`config.mk`:
```
export PLATFORM = sky130hd
export DESIGN_NAME = dedup_topk_squared_distance_core_flat
export DESIGN_NICKNAME = d
export VERILOG_FILES = /design/src/sv/dtsd_pkg.sv /design/src/sv/dtsd_in_if.sv /design/src/sv/dtsd_out_if.sv /design/src/sv/dtsd_sqacc.sv /design/src/sv/dtsd_cell.sv /design/src/sv/dedup_topk_squared_distance_core.sv /design/src/flat_wrapper.sv
export SDC_FILE = /design/constraint.sdc
export NUM_CORES = 2
export LEC_CHECK = 0
export ABC_AREA = 0
export BUFFER_PORTS_ARGS = -buffer_cell sky130_fd_sc_hd__buf_4
export CAP_MARGIN = 20
export CORE_ASPECT_RATIO = 1.2
export CORE_MARGIN = 5
export CORE_UTILIZATION = 35
export DETAILED_ROUTE_END_ITERATION = 7
export PLACE_DENSITY = 0.58
export SLEW_MARGIN = 10
export SYNTH_ARGS = -nofsm -noshare
export SYNTH_HDL_FRONTEND = slang
export SYNTH_SLANG_ARGS = --single-unit
```
`constraint.sdc`:
```
create_clock -name clk_i -period 7.7 [get_ports clk_i]
set_input_delay 1.155 -clock clk_i [delete_from_list [all_inputs] [get_ports clk_i]]
set_output_delay 1.155 -clock clk_i [all_outputs]
set_load 0.05 [all_outputs]
```
`src/sv/dtsd_pkg.sv`:
```
// shared types and constants for the top-k squared distance core
// no dependencies; compiled first
`timescale 1ns / 1ps
`default_nettype none

package dtsd_pkg;

  localparam int unsigned FIELD_W = 32;
  localparam int unsigned SLOT_W  = 3;
  localparam int unsigned MODE_W  = 2;
  localparam int unsigned PP_W    = 32;

  localparam logic [FIELD_W-1:0] CEIL_RESET = 32'hFFFF_FFFF;

  typedef enum logic [MODE_W-1:0] {
    MODE_COORD = 2'd0,
    MODE_READ  = 2'd1,
    MODE_CLEAR = 2'd2,
    MODE_NONE  = 2'd3
  } mode_e;

  // operation carried by a token walking the cell chain
  typedef enum logic [1:0] {
    OP_DUP,
    OP_INS,
    OP_RD
  } tok_op_e;

  typedef struct packed {
    logic              vld;
    tok_op_e           op;
    logic              dup;
    logic [SLOT_W-1:0] slot;
  } tok_t;

  typedef enum logic [2:0] {
    ST_IDLE,
    ST_SQ,
    ST_DUP,
    ST_INS,
    ST_RD,
    ST_PUSH
  } state_e;

endpackage

`default_nettype wire

```
`src/sv/dtsd_in_if.sv`:
```
// input channel of the top-k squared distance core
// depends on dtsd_pkg
`timescale 1ns / 1ps
`default_nettype none

interface dtsd_in_if;
  import dtsd_pkg::*;

  logic               valid;
  logic               ready;
  logic [MODE_W-1:0]  mode;
  logic [FIELD_W-1:0] coordinate;
  logic [FIELD_W-1:0] mask;
  logic [FIELD_W-1:0] label;
  logic               last_dim;
  logic [SLOT_W-1:0]  slot;
  logic [FIELD_W-1:0] rand_id;
  logic [FIELD_W-1:0] rand_dist;

  modport source (
    output valid, mode, coordinate, mask, label, last_dim, slot, rand_id, rand_dist,
    input  ready
  );

  modport sink (
    input  valid, mode, coordinate, mask, label, last_dim, slot, rand_id, rand_dist,
    output ready
  );
endinterface

`default_nettype wire

```
`src/sv/dtsd_out_if.sv`:
```
// result channel of the top-k squared distance core
// depends on dtsd_pkg
`timescale 1ns / 1ps
`default_nettype none

interface dtsd_out_if;
  import dtsd_pkg::*;

  logic               valid;
  logic               ready;
  logic [FIELD_W-1:0] masked_distance;
  logic [FIELD_W-1:0] masked_id;
  logic [SLOT_W-1:0]  slot_echo;

  modport source (
    output valid, masked_distance, masked_id, slot_echo,
    input  ready
  );

  modport sink (
    input  valid, masked_distance, masked_id, slot_echo,
    output ready
  );
endinterface

`default_nettype wire

```
`src/sv/dtsd_sqacc.sv`:
```
// subtract, square and accumulate unit for one coordinate per transaction
// depends on dtsd_pkg; squares through two partial products of 32 bit halves
`timescale 1ns / 1ps
`default_nettype none

module dtsd_sqacc #(
  parameter int unsigned DATA_WIDTH = 32
) (
  input  wire logic                           clk_i,
  input  wire logic                           rst_ni,
  input  wire logic                           start_i,
  input  wire logic [dtsd_pkg::FIELD_W-1:0]   coordinate_i,
  input  wire logic [dtsd_pkg::FIELD_W-1:0]   mask_i,
  input  wire logic                           last_i,
  output logic                                step_vld_o,
  output logic                                step_last_o,
  output logic [DATA_WIDTH-1:0]               point_dist_o
);
  import dtsd_pkg::*;

  logic                  s1_vld_q, s1_last_q;
  logic [DATA_WIDTH-1:0] diff_q;
  logic                  s2_vld_q, s2_last_q;
  logic [2*PP_W-1:0]     p0_q;
  logic [PP_W-1:0]       p1_q;
  logic                  step_vld_q, step_last_q;
  logic [DATA_WIDTH-1:0] sum_q, sum_d;
  logic [DATA_WIDTH-1:0] pdist_q;

  logic [2*PP_W-1:0]     diff_ext;
  logic [PP_W-1:0]       lo, hi;
  logic [2*PP_W-1:0]     p0_d;
  logic [PP_W-1:0]       p1_d;
  logic [2*PP_W-1:0]     sq_full;
  logic [DATA_WIDTH-1:0] sq;
  logic [DATA_WIDTH-1:0] sum_nxt;

  // diff^2 mod 2^64 = lo*lo + (lo*hi << 33)
  assign diff_ext = (2*PP_W)'(diff_q);
  assign lo       = diff_ext[PP_W-1:0];
  assign hi       = diff_ext[2*PP_W-1:PP_W];
  assign p0_d     = {{PP_W{1'b0}}, lo} * {{PP_W{1'b0}}, lo};
  assign p1_d     = lo * hi;
  assign sq_full  = p0_q + {p1_q[PP_W-2:0], {(PP_W+1){1'b0}}};
  assign sq       = DATA_WIDTH'(sq_full);
  assign sum_nxt  = sum_q + sq;

  always_comb begin
    sum_d = sum_q;
    if (s2_vld_q) begin
      sum_d = s2_last_q ? '0 : sum_nxt;
    end
  end

  always_ff @(posedge clk_i or negedge rst_ni) begin
    if (!rst_ni) begin
      s1_vld_q    <= 1'b0;
      s1_last_q   <= 1'b0;
      s2_vld_q    <= 1'b0;
      s2_last_q   <= 1'b0;
      step_vld_q  <= 1'b0;
      step_last_q <= 1'b0;
      sum_q       <= '0;
    end else begin
      s1_vld_q    <= start_i;
      s1_last_q   <= last_i;
      s2_vld_q    <= s1_vld_q;
      s2_last_q   <= s1_last_q;
      step_vld_q  <= s2_vld_q;
      step_last_q <= s2_last_q;
      sum_q       <= sum_d;
    end
  end

  always_ff @(posedge clk_i) begin
    if (start_i) begin
      diff_q <= DATA_WIDTH'(coordinate_i) - DATA_WIDTH'(mask_i);
    end
    if (s1_vld_q) begin
      p0_q <= p0_d;
      p1_q <= p1_d;
    end
    if (s2_vld_q && s2_last_q) begin
      pdist_q <= sum_nxt;
    end
  end

  assign step_vld_o   = step_vld_q;
  assign step_last_o  = step_last_q;
  assign point_dist_o = pdist_q;

endmodule

`default_nettype wire

```
`src/sv/dtsd_cell.sv`:
```
// one list slot: holds a distance and id and acts on the token passing through
// depends on dtsd_pkg
`timescale 1ns / 1ps
`default_nettype none

module dtsd_cell #(
  parameter int unsigned DATA_WIDTH = 32,
  parameter int unsigned IDX        = 0
) (
  input  wire logic                  clk_i,
  input  wire logic                  rst_ni,
  input  wire logic                  clear_i,
  input  wire logic [DATA_WIDTH-1:0] ceil_i,
  input  wire dtsd_pkg::tok_t        tok_i,
  input  wire logic [DATA_WIDTH-1:0] dist_i,
  input  wire logic [DATA_WIDTH-1:0] id_i,
  output dtsd_pkg::tok_t             tok_o,
  output logic [DATA_WIDTH-1:0]      dist_o,
  output logic [DATA_WIDTH-1:0]      id_o
);
  import dtsd_pkg::*;

  localparam bit                IdxInRange = (IDX < (1 << SLOT_W));
  localparam logic [SLOT_W-1:0] IdxCode    = SLOT_W'(IDX);

  logic [DATA_WIDTH-1:0] dist_q, dist_d;
  logic [DATA_WIDTH-1:0] id_q, id_d;
  tok_t                  tok_q, tok_d;
  logic [DATA_WIDTH-1:0] cdist_q, cdist_d;
  logic [DATA_WIDTH-1:0] cid_q, cid_d;
  logic                  slot_hit;

  assign slot_hit = IdxInRange && (tok_i.slot == IdxCode);

  always_comb begin
    dist_d  = dist_q;
    id_d    = id_q;
    tok_d   = tok_i;
    cdist_d = dist_i;
    cid_d   = id_i;
    if (tok_i.vld) begin
      case (tok_i.op)
        OP_DUP: begin
          tok_d.dup = tok_i.dup | (id_q == id_i);
        end
        OP_INS: begin
          // held entry stays ahead on equal distance
          if (dist_q > dist_i) begin
            dist_d  = dist_i;
            id_d    = id_i;
            cdist_d = dist_q;
            cid_d   = id_q;
          end
        end
        OP_RD: begin
          if (slot_hit) begin
            cdist_d = dist_q;
            cid_d   = id_q;
          end
        end
        default: begin
          tok_d.vld = 1'b0;
        end
      endcase
    end
    if (clear_i) begin
      dist_d = ceil_i;
      id_d   = '0;
    end
  end

  always_ff @(posedge clk_i or negedge rst_ni) begin
    if (!rst_ni) begin
      dist_q <= DATA_WIDTH'(CEIL_RESET);
      id_q   <= '0;
      tok_q  <= '0;
    end else begin
      dist_q <= dist_d;
      id_q   <= id_d;
      tok_q  <= tok_d;
    end
  end

  always_ff @(posedge clk_i) begin
    cdist_q <= cdist_d;
    cid_q   <= cid_d;
  end

  assign tok_o  = tok_q;
  assign dist_o = cdist_q;
  assign id_o   = cid_q;

endmodule

`default_nettype wire

```
`src/sv/dedup_topk_squared_distance_core.sv`:
```
// top level of the deduplicating top-k squared distance core
// depends on dtsd_pkg, dtsd_in_if, dtsd_out_if, dtsd_sqacc and dtsd_cell
//
//   channel   direction  kind                 moves
//   req_i     in         valid/ready          coordinate, read-out or clear transaction
//   rsp_o     out        valid/ready          one masked slot per read-out
//   cfg_*     in         write enable + data  distance_ceiling
//
// a coordinate that is not the last of its point holds off the next one until
//   it has passed the three squarer stages
// a last coordinate then sends one token through the cell chain for the
//   duplicate check, then a second one for the insertion
// a read-out walks the chain once, then waits for a free output register;
//   a clear sets every slot to the distance ceiling with id 0
// reset puts every slot at 0xFFFFFFFF with id 0, no clearing pass
// a stalled result sits in the output register; the next transaction is
//   still accepted and a later read-out waits only at the hand-over
`timescale 1ns / 1ps
`default_nettype none

module dedup_topk_squared_distance_core #(
  parameter int unsigned TOP_K      = 8,
  parameter int unsigned DATA_WIDTH = 32
) (
  input  wire logic                         clk_i,
  input  wire logic                         rst_ni,
  input  wire logic                         cfg_we_i,
  input  wire logic [dtsd_pkg::FIELD_W-1:0] cfg_wdata_i,
  dtsd_in_if.sink                           req_i,
  dtsd_out_if.source                        rsp_o
);
  import dtsd_pkg::*;

  // distance ceiling register
  logic [FIELD_W-1:0]    ceil_q;
  logic [DATA_WIDTH-1:0] ceil_dw;

  // control
  state_e                state_q, state_d;
  logic                  req_acc;
  logic                  acc_start;
  logic                  clear;

  // accumulator results
  logic                  step_vld, step_last;
  logic [DATA_WIDTH-1:0] point_dist;

  // cell chain, one token at a time
  tok_t                  chain_tok  [TOP_K+1];
  logic [DATA_WIDTH-1:0] chain_dist [TOP_K+1];
  logic [DATA_WIDTH-1:0] chain_id   [TOP_K+1];
  tok_t                  launch_tok;
  logic [DATA_WIDTH-1:0] launch_dist, launch_id;
  tok_t                  exit_tok;

  // point and read-out payload
  logic [DATA_WIDTH-1:0] pid_q;
  logic [FIELD_W-1:0]    rnd_id_q, rnd_dist_q;
  logic [DATA_WIDTH-1:0] res_dist_q, res_id_q;
  logic [SLOT_W-1:0]     res_slot_q;

  // output register
  logic                  rsp_vld_q, rsp_vld_d;
  logic                  load_out;
  logic [FIELD_W-1:0]    rsp_dist_q, rsp_id_q;
  logic [SLOT_W-1:0]     rsp_slot_q;

  assign ceil_dw   = DATA_WIDTH'(ceil_q);
  assign req_acc   = req_i.valid && req_i.ready;
  assign exit_tok  = chain_tok[TOP_K];

  always_ff @(posedge clk_i or negedge rst_ni) begin
    if (!rst_ni) begin
      ceil_q <= CEIL_RESET;
    end else if (cfg_we_i) begin
      ceil_q <= cfg_wdata_i;
    end
  end

  dtsd_sqacc #(
    .DATA_WIDTH (DATA_WIDTH)
  ) u_sqacc (
    .clk_i        (clk_i),
    .rst_ni       (rst_ni),
    .start_i      (acc_start),
    .coordinate_i (req_i.coordinate),
    .mask_i       (req_i.mask),
    .last_i       (req_i.last_dim),
    .step_vld_o   (step_vld),
    .step_last_o  (step_last),
    .point_dist_o (point_dist)
  );

  assign chain_tok[0]  = launch_tok;
  assign chain_dist[0] = launch_dist;
  assign chain_id[0]   = launch_id;

  for (genvar g = 0; g < TOP_K; g++) begin : g_cell
    dtsd_cell #(
      .DATA_WIDTH (DATA_WIDTH),
      .IDX        (g)
    ) u_cell (
      .clk_i   (clk_i),
      .rst_ni  (rst_ni),
      .clear_i (clear),
      .ceil_i  (ceil_dw),
      .tok_i   (chain_tok[g]),
      .dist_i  (chain_dist[g]),
      .id_i    (chain_id[g]),
      .tok_o   (chain_tok[g+1]),
      .dist_o  (chain_dist[g+1]),
      .id_o    (chain_id[g+1])
    );
  end

  always_ff @(posedge clk_i or negedge rst_ni) begin
    if (!rst_ni) begin
      state_q <= ST_IDLE;
    end else begin
      state_q <= state_d;
    end
  end

  // sequencer: starts the squarer, launches tokens, clears the slots, hands results over
  always_comb begin
    state_d     = state_q;
    req_i.ready = (state_q == ST_IDLE);
    acc_start   = 1'b0;
    clear       = 1'b0;
    load_out    = 1'b0;
    launch_tok  = '0;
    launch_dist = ceil_dw;
    launch_id   = '0;
    unique case (state_q)
      ST_IDLE: begin
        if (req_i.valid) begin
          unique case (mode_e'(req_i.mode))
            MODE_COORD: begin
              acc_start = 1'b1;
              state_d   = ST_SQ;
            end
            MODE_READ: begin
              // an out-of-range slot leaves the empty-slot values in place
              launch_tok.vld  = 1'b1;
              launch_tok.op   = OP_RD;
              launch_tok.slot = req_i.slot;
              state_d         = ST_RD;
            end
            MODE_CLEAR: begin
              clear = 1'b1;
            end
            MODE_NONE: begin
            end
          endcase
        end
      end
      ST_SQ: begin
        if (step_vld) begin
          if (step_last) begin
            launch_tok.vld = 1'b1;
            launch_tok.op  = OP_DUP;
            launch_id      = pid_q;
            state_d        = ST_DUP;
          end else begin
            state_d = ST_IDLE;
          end
        end
      end
      ST_DUP: begin
        if (exit_tok.vld) begin
          launch_tok.vld = 1'b1;
          launch_tok.op  = OP_INS;
          launch_dist    = exit_tok.dup ? ceil_dw - DATA_WIDTH'(1) : point_dist;
          launch_id      = exit_tok.dup ? '0 : pid_q;
          state_d        = ST_INS;
        end
      end
      ST_INS: begin
        if (exit_tok.vld) begin
          state_d = ST_IDLE;
        end
      end
      ST_RD: begin
        if (exit_tok.vld) begin
          state_d = ST_PUSH;
        end
      end
      ST_PUSH: begin
        if (!rsp_vld_q || rsp_o.ready) begin
          load_out = 1'b1;
          state_d  = ST_IDLE;
        end
      end
      default: begin
        state_d = ST_IDLE;
      end
    endcase
  end

  always_ff @(posedge clk_i) begin
    if (req_acc) begin
      pid_q      <= DATA_WIDTH'(req_i.label) - DATA_WIDTH'(req_i.mask);
      rnd_id_q   <= req_i.rand_id;
      rnd_dist_q <= req_i.rand_dist;
    end
    if (state_q == ST_RD && exit_tok.vld) begin
      res_dist_q <= chain_dist[TOP_K];
      res_id_q   <= chain_id[TOP_K];
      res_slot_q <= exit_tok.slot;
    end
    if (load_out) begin
      rsp_dist_q <= FIELD_W'(res_dist_q - DATA_WIDTH'(rnd_dist_q));
      rsp_id_q   <= FIELD_W'(res_id_q ^ DATA_WIDTH'(rnd_id_q));
      rsp_slot_q <= res_slot_q;
    end
  end

  assign rsp_vld_d = load_out | (rsp_vld_q & ~rsp_o.ready);

  always_ff @(posedge clk_i or negedge rst_ni) begin
    if (!rst_ni) begin
      rsp_vld_q <= 1'b0;
    end else begin
      rsp_vld_q <= rsp_vld_d;
    end
  end

  assign rsp_o.valid           = rsp_vld_q;
  assign rsp_o.masked_distance = rsp_dist_q;
  assign rsp_o.masked_id       = rsp_id_q;
  assign rsp_o.slot_echo       = rsp_slot_q;

  // a token only leaves the chain while the sequencer waits for it
  a_exit_expected : assert property (@(posedge clk_i) disable iff (!rst_ni)
    exit_tok.vld |-> (state_q == ST_DUP || state_q == ST_INS || state_q == ST_RD))
    else $error("token left the cell chain unexpectedly");

  // squarer results arrive only while a coordinate is in flight
  a_step_expected : assert property (@(posedge clk_i) disable iff (!rst_ni)
    step_vld |-> state_q == ST_SQ)
    else $error("squarer step outside coordinate processing");

  // an accepted coordinate engages the squarer
  a_coord_start : assert property (@(posedge clk_i) disable iff (!rst_ni)
    (req_acc && req_i.mode == MODE_COORD) |=> state_q == ST_SQ)
    else $error("coordinate transaction did not start the squarer");

  // a new result only appears after a read-out hand-over
  a_rsp_source : assert property (@(posedge clk_i) disable iff (!rst_ni)
    $rose(rsp_vld_q) |-> $past(state_q == ST_PUSH))
    else $error("result raised without a read-out");

endmodule

`default_nettype wire
```
`src/flat_wrapper.sv`:
```
// flat-port wrapper written by rule: the top's interface ports become plain ports
module dedup_topk_squared_distance_core_flat import dtsd_pkg::*;
#(
  parameter int unsigned TOP_K      = 8,
  parameter int unsigned DATA_WIDTH = 32
)
  (clk_i, rst_ni, cfg_we_i, cfg_wdata_i, req_i_valid, req_i_mode, req_i_coordinate, req_i_mask, req_i_label, req_i_last_dim, req_i_slot, req_i_rand_id, req_i_rand_dist, req_i_ready, rsp_o_valid, rsp_o_masked_distance, rsp_o_masked_id, rsp_o_slot_echo, rsp_o_ready);
  dtsd_in_if req_i_i ();
  dtsd_out_if rsp_o_i ();
  input  wire logic clk_i;
  input  wire logic rst_ni;
  input  wire logic cfg_we_i;
  input  wire logic [dtsd_pkg::FIELD_W-1:0] cfg_wdata_i;
  input wire logic [$bits(req_i_i.valid)-1:0] req_i_valid;
  input wire logic [$bits(req_i_i.mode)-1:0] req_i_mode;
  input wire logic [$bits(req_i_i.coordinate)-1:0] req_i_coordinate;
  input wire logic [$bits(req_i_i.mask)-1:0] req_i_mask;
  input wire logic [$bits(req_i_i.label)-1:0] req_i_label;
  input wire logic [$bits(req_i_i.last_dim)-1:0] req_i_last_dim;
  input wire logic [$bits(req_i_i.slot)-1:0] req_i_slot;
  input wire logic [$bits(req_i_i.rand_id)-1:0] req_i_rand_id;
  input wire logic [$bits(req_i_i.rand_dist)-1:0] req_i_rand_dist;
  output wire logic [$bits(req_i_i.ready)-1:0] req_i_ready;
  output wire logic [$bits(rsp_o_i.valid)-1:0] rsp_o_valid;
  output wire logic [$bits(rsp_o_i.masked_distance)-1:0] rsp_o_masked_distance;
  output wire logic [$bits(rsp_o_i.masked_id)-1:0] rsp_o_masked_id;
  output wire logic [$bits(rsp_o_i.slot_echo)-1:0] rsp_o_slot_echo;
  input wire logic [$bits(rsp_o_i.ready)-1:0] rsp_o_ready;
  assign req_i_i.valid = req_i_valid;
  assign req_i_i.mode = req_i_mode;
  assign req_i_i.coordinate = req_i_coordinate;
  assign req_i_i.mask = req_i_mask;
  assign req_i_i.label = req_i_label;
  assign req_i_i.last_dim = req_i_last_dim;
  assign req_i_i.slot = req_i_slot;
  assign req_i_i.rand_id = req_i_rand_id;
  assign req_i_i.rand_dist = req_i_rand_dist;
  assign req_i_ready = req_i_i.ready;
  assign rsp_o_valid = rsp_o_i.valid;
  assign rsp_o_masked_distance = rsp_o_i.masked_distance;
  assign rsp_o_masked_id = rsp_o_i.masked_id;
  assign rsp_o_slot_echo = rsp_o_i.slot_echo;
  assign rsp_o_i.ready = rsp_o_ready;
  dedup_topk_squared_distance_core #(.TOP_K(TOP_K), .DATA_WIDTH(DATA_WIDTH)) u_core (.clk_i(clk_i), .rst_ni(rst_ni), .cfg_we_i(cfg_we_i), .cfg_wdata_i(cfg_wdata_i), .req_i(req_i_i), .rsp_o(rsp_o_i));
endmodule
```
======== Word-level counts from Yosys, hierarchy flattened ========
Index checks and enable logic that the tools add are counted.
Widths: inputs -> output; s select.
storage, ports and cells
  register bits after elaboration ......... 1478
  bits of input ports ..................... 203
  output and inout bits ................... 69
  word-level logic and storage cells ...... 407
cells by class
  add/sub/neg operators ................... 5
  multipliers ............................. 1
  $lt $le $gt $ge ......................... 8
  equality and inequality tests ........... 45
  muxes and demuxes ....................... 195
  bitwise operators ....................... 11
  reductions and logical operators ........ 57
operator list
  operator               count
  $mux 32                120
  $pmux 32 s2            17
  $eq 32x32->1           8
  $gt 32x32->1           8
  $sub 32x32->32         3
  $reduce_bool 2->1      24
  $mux 3                 14
  $mux 1                 40
  $add 32x32->32         1
  $mul 32x32->32         1
  $sub 32x1->32 const B  1
  $xor 32x32->32         1
  $reduce_and 3->1       8
  $reduce_or 3->1        8
  $eq 2x1->1 const B     9
  $eq 2x2->1 const B     9
  $eq 3x3->1 const B     6
  $logic_not 2->1        9
  $pmux 3 s6             1
  $eq 3x2->1 const B     4
  $ne 2x2->1 const B     5
  $pmux 3 s3             1
  $or 1x1->1             8
  $reduce_and 7->1       1
  11 further kinds       15

======== Depth between registers and ports, before layout ========
  depth after elaboration ................. 9
  mapped depth ............................ 26
  gate-level depth less buffers ........... 25

======== By module ========
A second synthesis with hierarchy kept.
unflattened totals
  cells, all modules ...................... 9255
  area, all modules ....................... 93385.8 um2
by module, submodules not included
  module                                   instances  cells each  area each (um2)  sequential area each (um2)
  dtsd_cell (u_core.g_cell[3].u_cell ...)  3          733         7444.6           3098.0
  dtsd_sqacc                               1          2040        20432.1          3773.6
  dtsd_cell (u_core.g_cell[2].u_cell ...)  2          742         7332.0           3098.0
  dedup_topk_squared_distance_core         1          1146        13579.3          7847.5
  dtsd_cell (u_core.g_cell[1].u_cell)      1          811         7493.4           3098.0
  dtsd_cell (u_core.g_cell[0].u_cell)      1          843         7444.6           3098.0
  dtsd_cell (u_core.g_cell[7].u_cell)      1          732         7438.4           3098.0

======== Worst setup path after synthesis ========
No wires, ideal clock.
  kind .................................... flip-flop to flip-flop
  start point ............................. register u_core.state_q[0]
  end point ............................... register u_core.res_dist_q[0], enable pin
  setup time .............................. 0.659 ns
  arrival time ............................ 7.044 ns
  required time ........................... 7.041 ns
  setup slack ............................. -0.003 ns
  stages on the path, launching flop included .. 3
  buffers on the path ..................... 1
  period minus slack after synthesis ...... 7.703 ns
  cell sequence ........................... dfrtp_1 clkbuf_1 nor4bb_1
between the ends
  cells in the longest elaborated chain, start to end .. 2
ends and longest elaborated chain
  element                 RTL line                                 text
  start, declared         dedup_topk_squared_distance_core.sv:39   state_e state_q, state_d;
  start signal, assigned  dedup_topk_squared_distance_core.sv:120  state_q <= state_d;
  $eq 3x3->1              dedup_topk_squared_distance_core.sv:206  if (state_q == ST_RD && exit_tok.vld) begin
  $logic_and 1x1->1       dedup_topk_squared_distance_core.sv:206
  end signal, assigned    dedup_topk_squared_distance_core.sv:207  res_dist_q <= chain_dist[TOP_K];
  end, declared           dedup_topk_squared_distance_core.sv:59   logic [DATA_WIDTH-1:0] res_dist_q, res_id_q;
No other way between the ends.
A chain may end at the register's enable or synchronous reset.

======== Worst setup path after layout ========
  start point ............................. register u_core.u_sqacc.diff_q[14]
  end point ............................... register u_core.u_sqacc.p0_q[28] (data pin)
between the ends
  cells in the longest elaborated chain, start to end .. 1
ends and longest elaborated chain
  element                            RTL line          text
  start, declared                    dtsd_sqacc.sv:22  logic [DATA_WIDTH-1:0] diff_q;
  start signal, assigned             dtsd_sqacc.sv:77  diff_q <= DATA_WIDTH'(coordinate_i) - DATA_WIDTH'(mask_i);
  $mul 32x32->32                     dtsd_sqacc.sv:42  assign p0_d = {{PP_W{1'b0}}, lo} * {{PP_W{1'b0}}, lo};
  named net u_core.u_sqacc.p0_d[28]  dtsd_sqacc.sv:32  logic [2*PP_W-1:0] p0_d;
  end signal, assigned               dtsd_sqacc.sv:80  p0_q <= p0_d;
  end, declared                      dtsd_sqacc.sv:24  logic [2*PP_W-1:0] p0_q;
The timed path passes the listed nets, and every way through them passes these cells.

==> results.sh <==
export IMPL_leakagePower_nw=45.42
export IMPL_r2r_start="u_core.u_sqacc.diff_q[14]"
export IMPL_total_power_w=0.04703
export IMPL_grt_busiest_layer="met2"
export IMPL_synth_area_top_cells="dfxtp_1, edfxtp_1, dfrtp_1"
export IMPL_syn_nets=9789
export IMPL_yosysWarningCount=0
export IMPL_path_cells="nand2_1 > xor2_1 > ha_1 > a31o_2 > fa_1 > inv_1 > fa_1 > fa_1 > inv_1 > fa_1 > inv_1 > fa_1 > inv_1 > fa_1 > fa_1 > ha_1 > a21o_1 > a21o_1 > a21oi_1 > nor2_1 > a221o_1 > o211a_1 > mux2i_1 > o2111ai_1"
export IMPL_syn_area_per_cell_sq_um=10.24
export IMPL_fillers=24340
export IMPL_grt_use_met1=0.2260
export IMPL_timing_final_crit_share=0.9614
export IMPL_async_flop_share=0.4336
export IMPL_maxCapViolCount=0
export IMPL_drive_gt1_frac=0.1307
export IMPL_vdd_drop_max_mv=1.026
export IMPL_power_frac_comb=0.545
export IMPL_vias_per_cell=5.441
export IMPL_routedWlPerCell_um=19.74
export IMPL_crit_top_cell="fa_1"
export IMPL_tritoncts="built"
export IMPL_rsz0062_at_grt="no"
export IMPL_power_frac_seq=0.279
export IMPL_critPathSlowestCell="edfxtp_1"
export IMPL_netlist_area_sq_um=88810
export IMPL_grt_pass1_vias=67750
export IMPL_dr_pass1_iters=8
export IMPL_first_iter_violations=4849
export IMPL_arrival_ps=7920
export IMPL_setup_viol=0
export IMPL_swShare=0.4146
export IMPL_vias=66760
export IMPL_cp_slowest_stage_delay_ps=730
export IMPL_fmax_ghz=0.1351
export IMPL_synth_edf_count=324
export IMPL_gp_congestion=0.9137
export IMPL_critPathTopFamily="adder cells"
export IMPL_worstMarginPinSlew_ps=1166
export IMPL_finClkSkew_ps=73.35
export IMPL_numCtsBuffers=168
export IMPL_status="complete, but fails checks"
export IMPL_drcViolationCount=3
export IMPL_grt_max_degree=158
export IMPL_cp_startpoint="u_core.u_sqacc.diff_q[14]"
export IMPL_switchingPower_w=0.01950
export IMPL_synthFlopType="dfxtp_1"
export IMPL_p_per_area_nw_per_um2=467.1
export IMPL_dpl_hpwl_um=174400
export IMPL_htree_levels=4
export IMPL_criticalPathCategory="flip-flop to flip-flop"
export IMPL_cts_buffer_depth=3
export IMPL_finalMaxSlewViolations=0
export IMPL_worstHoldStart="u_core.u_sqacc.s1_last_q"
export IMPL_die_h_um=561.8
export IMPL_met2_usage=0.3080
export IMPL_cts_root_buf="clkbuf_16"
export IMPL_die_area_sq_um=264000
export IMPL_grt_pass1_wl_um=383100
export IMPL_ys_types=87
export IMPL_ys_seq_elements=1476
export IMPL_die_w_um=469.9
export IMPL_layout_commonest_cell="inv_1"
export IMPL_drtAntennaViolNets=0
export IMPL_fin_crit_ps=7403
export IMPL_layout_common_cells="inv_1, ha_1, dfxtp_1"
export IMPL_synth_top_area_share=0.1154
export IMPL_yosysTopAreaCell="dfxtp_1"
export IMPL_hold_viol=0
export IMPL_violations="design-rule violations"
export IMPL_grt_usage=0.1778
export IMPL_cp_required_ps=8220
export IMPL_cp_end_kind="flip-flop"
export IMPL_path_clk_slew_ps=60
export IMPL_path_buf_inv=4
export IMPL_grt_overflow=0
export IMPL_wirelength_um=242200
export IMPL_rows=202
export IMPL_clockPowerShare=0.176
export IMPL_clkLatencyLatePin_ps=820
export IMPL_core_area_sq_um=252500
export IMPL_areaGrowthSynthToFinish_pct=13.37
export IMPL_pin_count=272
export IMPL_path_max_fanout=14
export IMPL_fin_tns_setup_ps=0
export IMPL_hold_path_class="flip-flop to flip-flop"
export IMPL_met3_usage=0.02657
export IMPL_antenna_found_initial=12
export IMPL_max_slew_margin_rel=0.2198
export IMPL_start_util=0.3518
export IMPL_cts_sinks=1476
export IMPL_io_buffers=270
export IMPL_p_int_w=0.02753
export IMPL_crit_path_start_kind="flip-flop"
export IMPL_nets=9872
export IMPL_postSynthCellCount=8674
export IMPL_synth_seq_area_share=0.4093
## repair_timing
item                                    4_1_cts  5_1_grt
endpoints found under the setup margin        0        6
hold buffers                                  0        0
gates resized for setup                       0        2
setup buffers                                 0        5
## cell usage after synthesis (196+ instances only)
cell / count
a21oi_1: 382
a22o_1: 425
a22oi_1: 196
clkbuf_1: 421
dfrtp_1: 352
dfstp_2: 288
dfxtp_1: 512
edfxtp_1: 324
fa_1: 367
ha_1: 545
inv_1: 872
mux2i_1: 291
nand2_1: 419
nand3_1: 273
nor2_1: 429
o21ai_0: 351
xnor2_1: 199
xor2_1: 222
## per-stage QoR
stage | hold slack [ps] | util | worst slack (ps) | std cells | area [sq um]
after CTS | 348.2 | 0.3979 | 131.7 | 12250 | 100500
after global placement | 335.4 | 0.3745 | 191.1 | 11940 | 94550
after detailed placement | 335.8 | 0.3745 | 112.1 | 11940 | 94570
after global routing | 358.9 | 0.3988 | 19.91 | 12270 | 100700
after floorplan | 331.2 | - | 742.1 | 8674 | 88820
final | 345.5 | 0.3988 | 297.5 | 12270 | 100700
## metal layers
| layer | share of wire | wire, um | up-vias |
|---|---|---|---|
| met5 | 0.000099 | 24 | - |
| met4 | 0.032 | 7850 | 4 |
| met3 | 0.051 | 12400 | 417 |
| met2 | 0.49 | 118800 | 1920 |
| met1 | 0.43 | 103100 | 33050 |
| li1 | - | - | 31370 |
## flip-flops by register name (all words and copies together), names as in the netlist, 3 cells and up
register                      cells
u_core.rsp_o.masked_distance     32
u_core.g_cell.u_cell.dist_o     256
u_core.rsp_o.slot_echo            3
u_core.res_id_q                  32
u_core.g_cell.u_cell.dist_q     256
u_core.rnd_id_q                  32
u_core.g_cell.u_cell.id_o       256
u_core.u_sqacc.p0_q              31
u_core.ceil_dw                   32
u_core.u_sqacc.point_dist_o      32
u_core.u_sqacc.diff_q            31
u_core.state_q                    3
u_core.res_dist_q                32
u_core.rsp_o.masked_id           32
u_core.rnd_dist_q                32
u_core.g_cell.u_cell.id_q       256
u_core.res_slot_q                 3
u_core.g_cell.u_cell.tok_o       54
u_core.u_sqacc.sum_q             32
u_core.pid_q                     32
## power groups by stage
stage	combinational [W]	sequential [W]	clock (W)
after floorplan	0.0185	0.0129	0
after global placement	0.0246	0.0131	0
after detailed placement	0.0254	0.0132	0
after CTS	0.0256	0.0131	0.00852
after global routing	0.0287	0.0134	0.00886
final	0.0257	0.0131	0.00828
## final timing paths
check	cells after the start	to	slack [ps]
min in group asynchronous	1	u_core.g_cell[7].u_cell.id_q[17]	370
worst max-delay path	24	u_core.u_sqacc.p0_q[28]	300
worst min register to register	0	u_core.u_sqacc.s2_last_q	350
worst max register to register	24	u_core.u_sqacc.p0_q[28]	300
worst min-delay path	0	u_core.u_sqacc.s2_last_q	350
max in group asynchronous	2	u_core.g_cell[5].u_cell.tok_o[5]	5800
## kinds of logic after synthesis
family / share of synthesized area
xor gates and xnor gates: 0.04152
DFF: 0.4093
AOI/OAI and AO/OA: 0.1894
and+or+nand+nor: 0.09876
muxes: 0.04193
buffers and inverters: 0.05956
adders and majority gates: 0.1595
## area by class of cell
type	count	area [sq um]	area share
sequential	1476	36360	0.3611
multi-input combinational	5810	47450	0.4713
tap	3366	4212	0.04183
clock inverter	70	1002	0.009953
antenna	1	2.502	0.00002485
inverter	874	3283	0.03261
timing repair buffer	427	3480	0.03456
clock buffer	246	4901	0.04867
(Power assumes the default switching activity.)
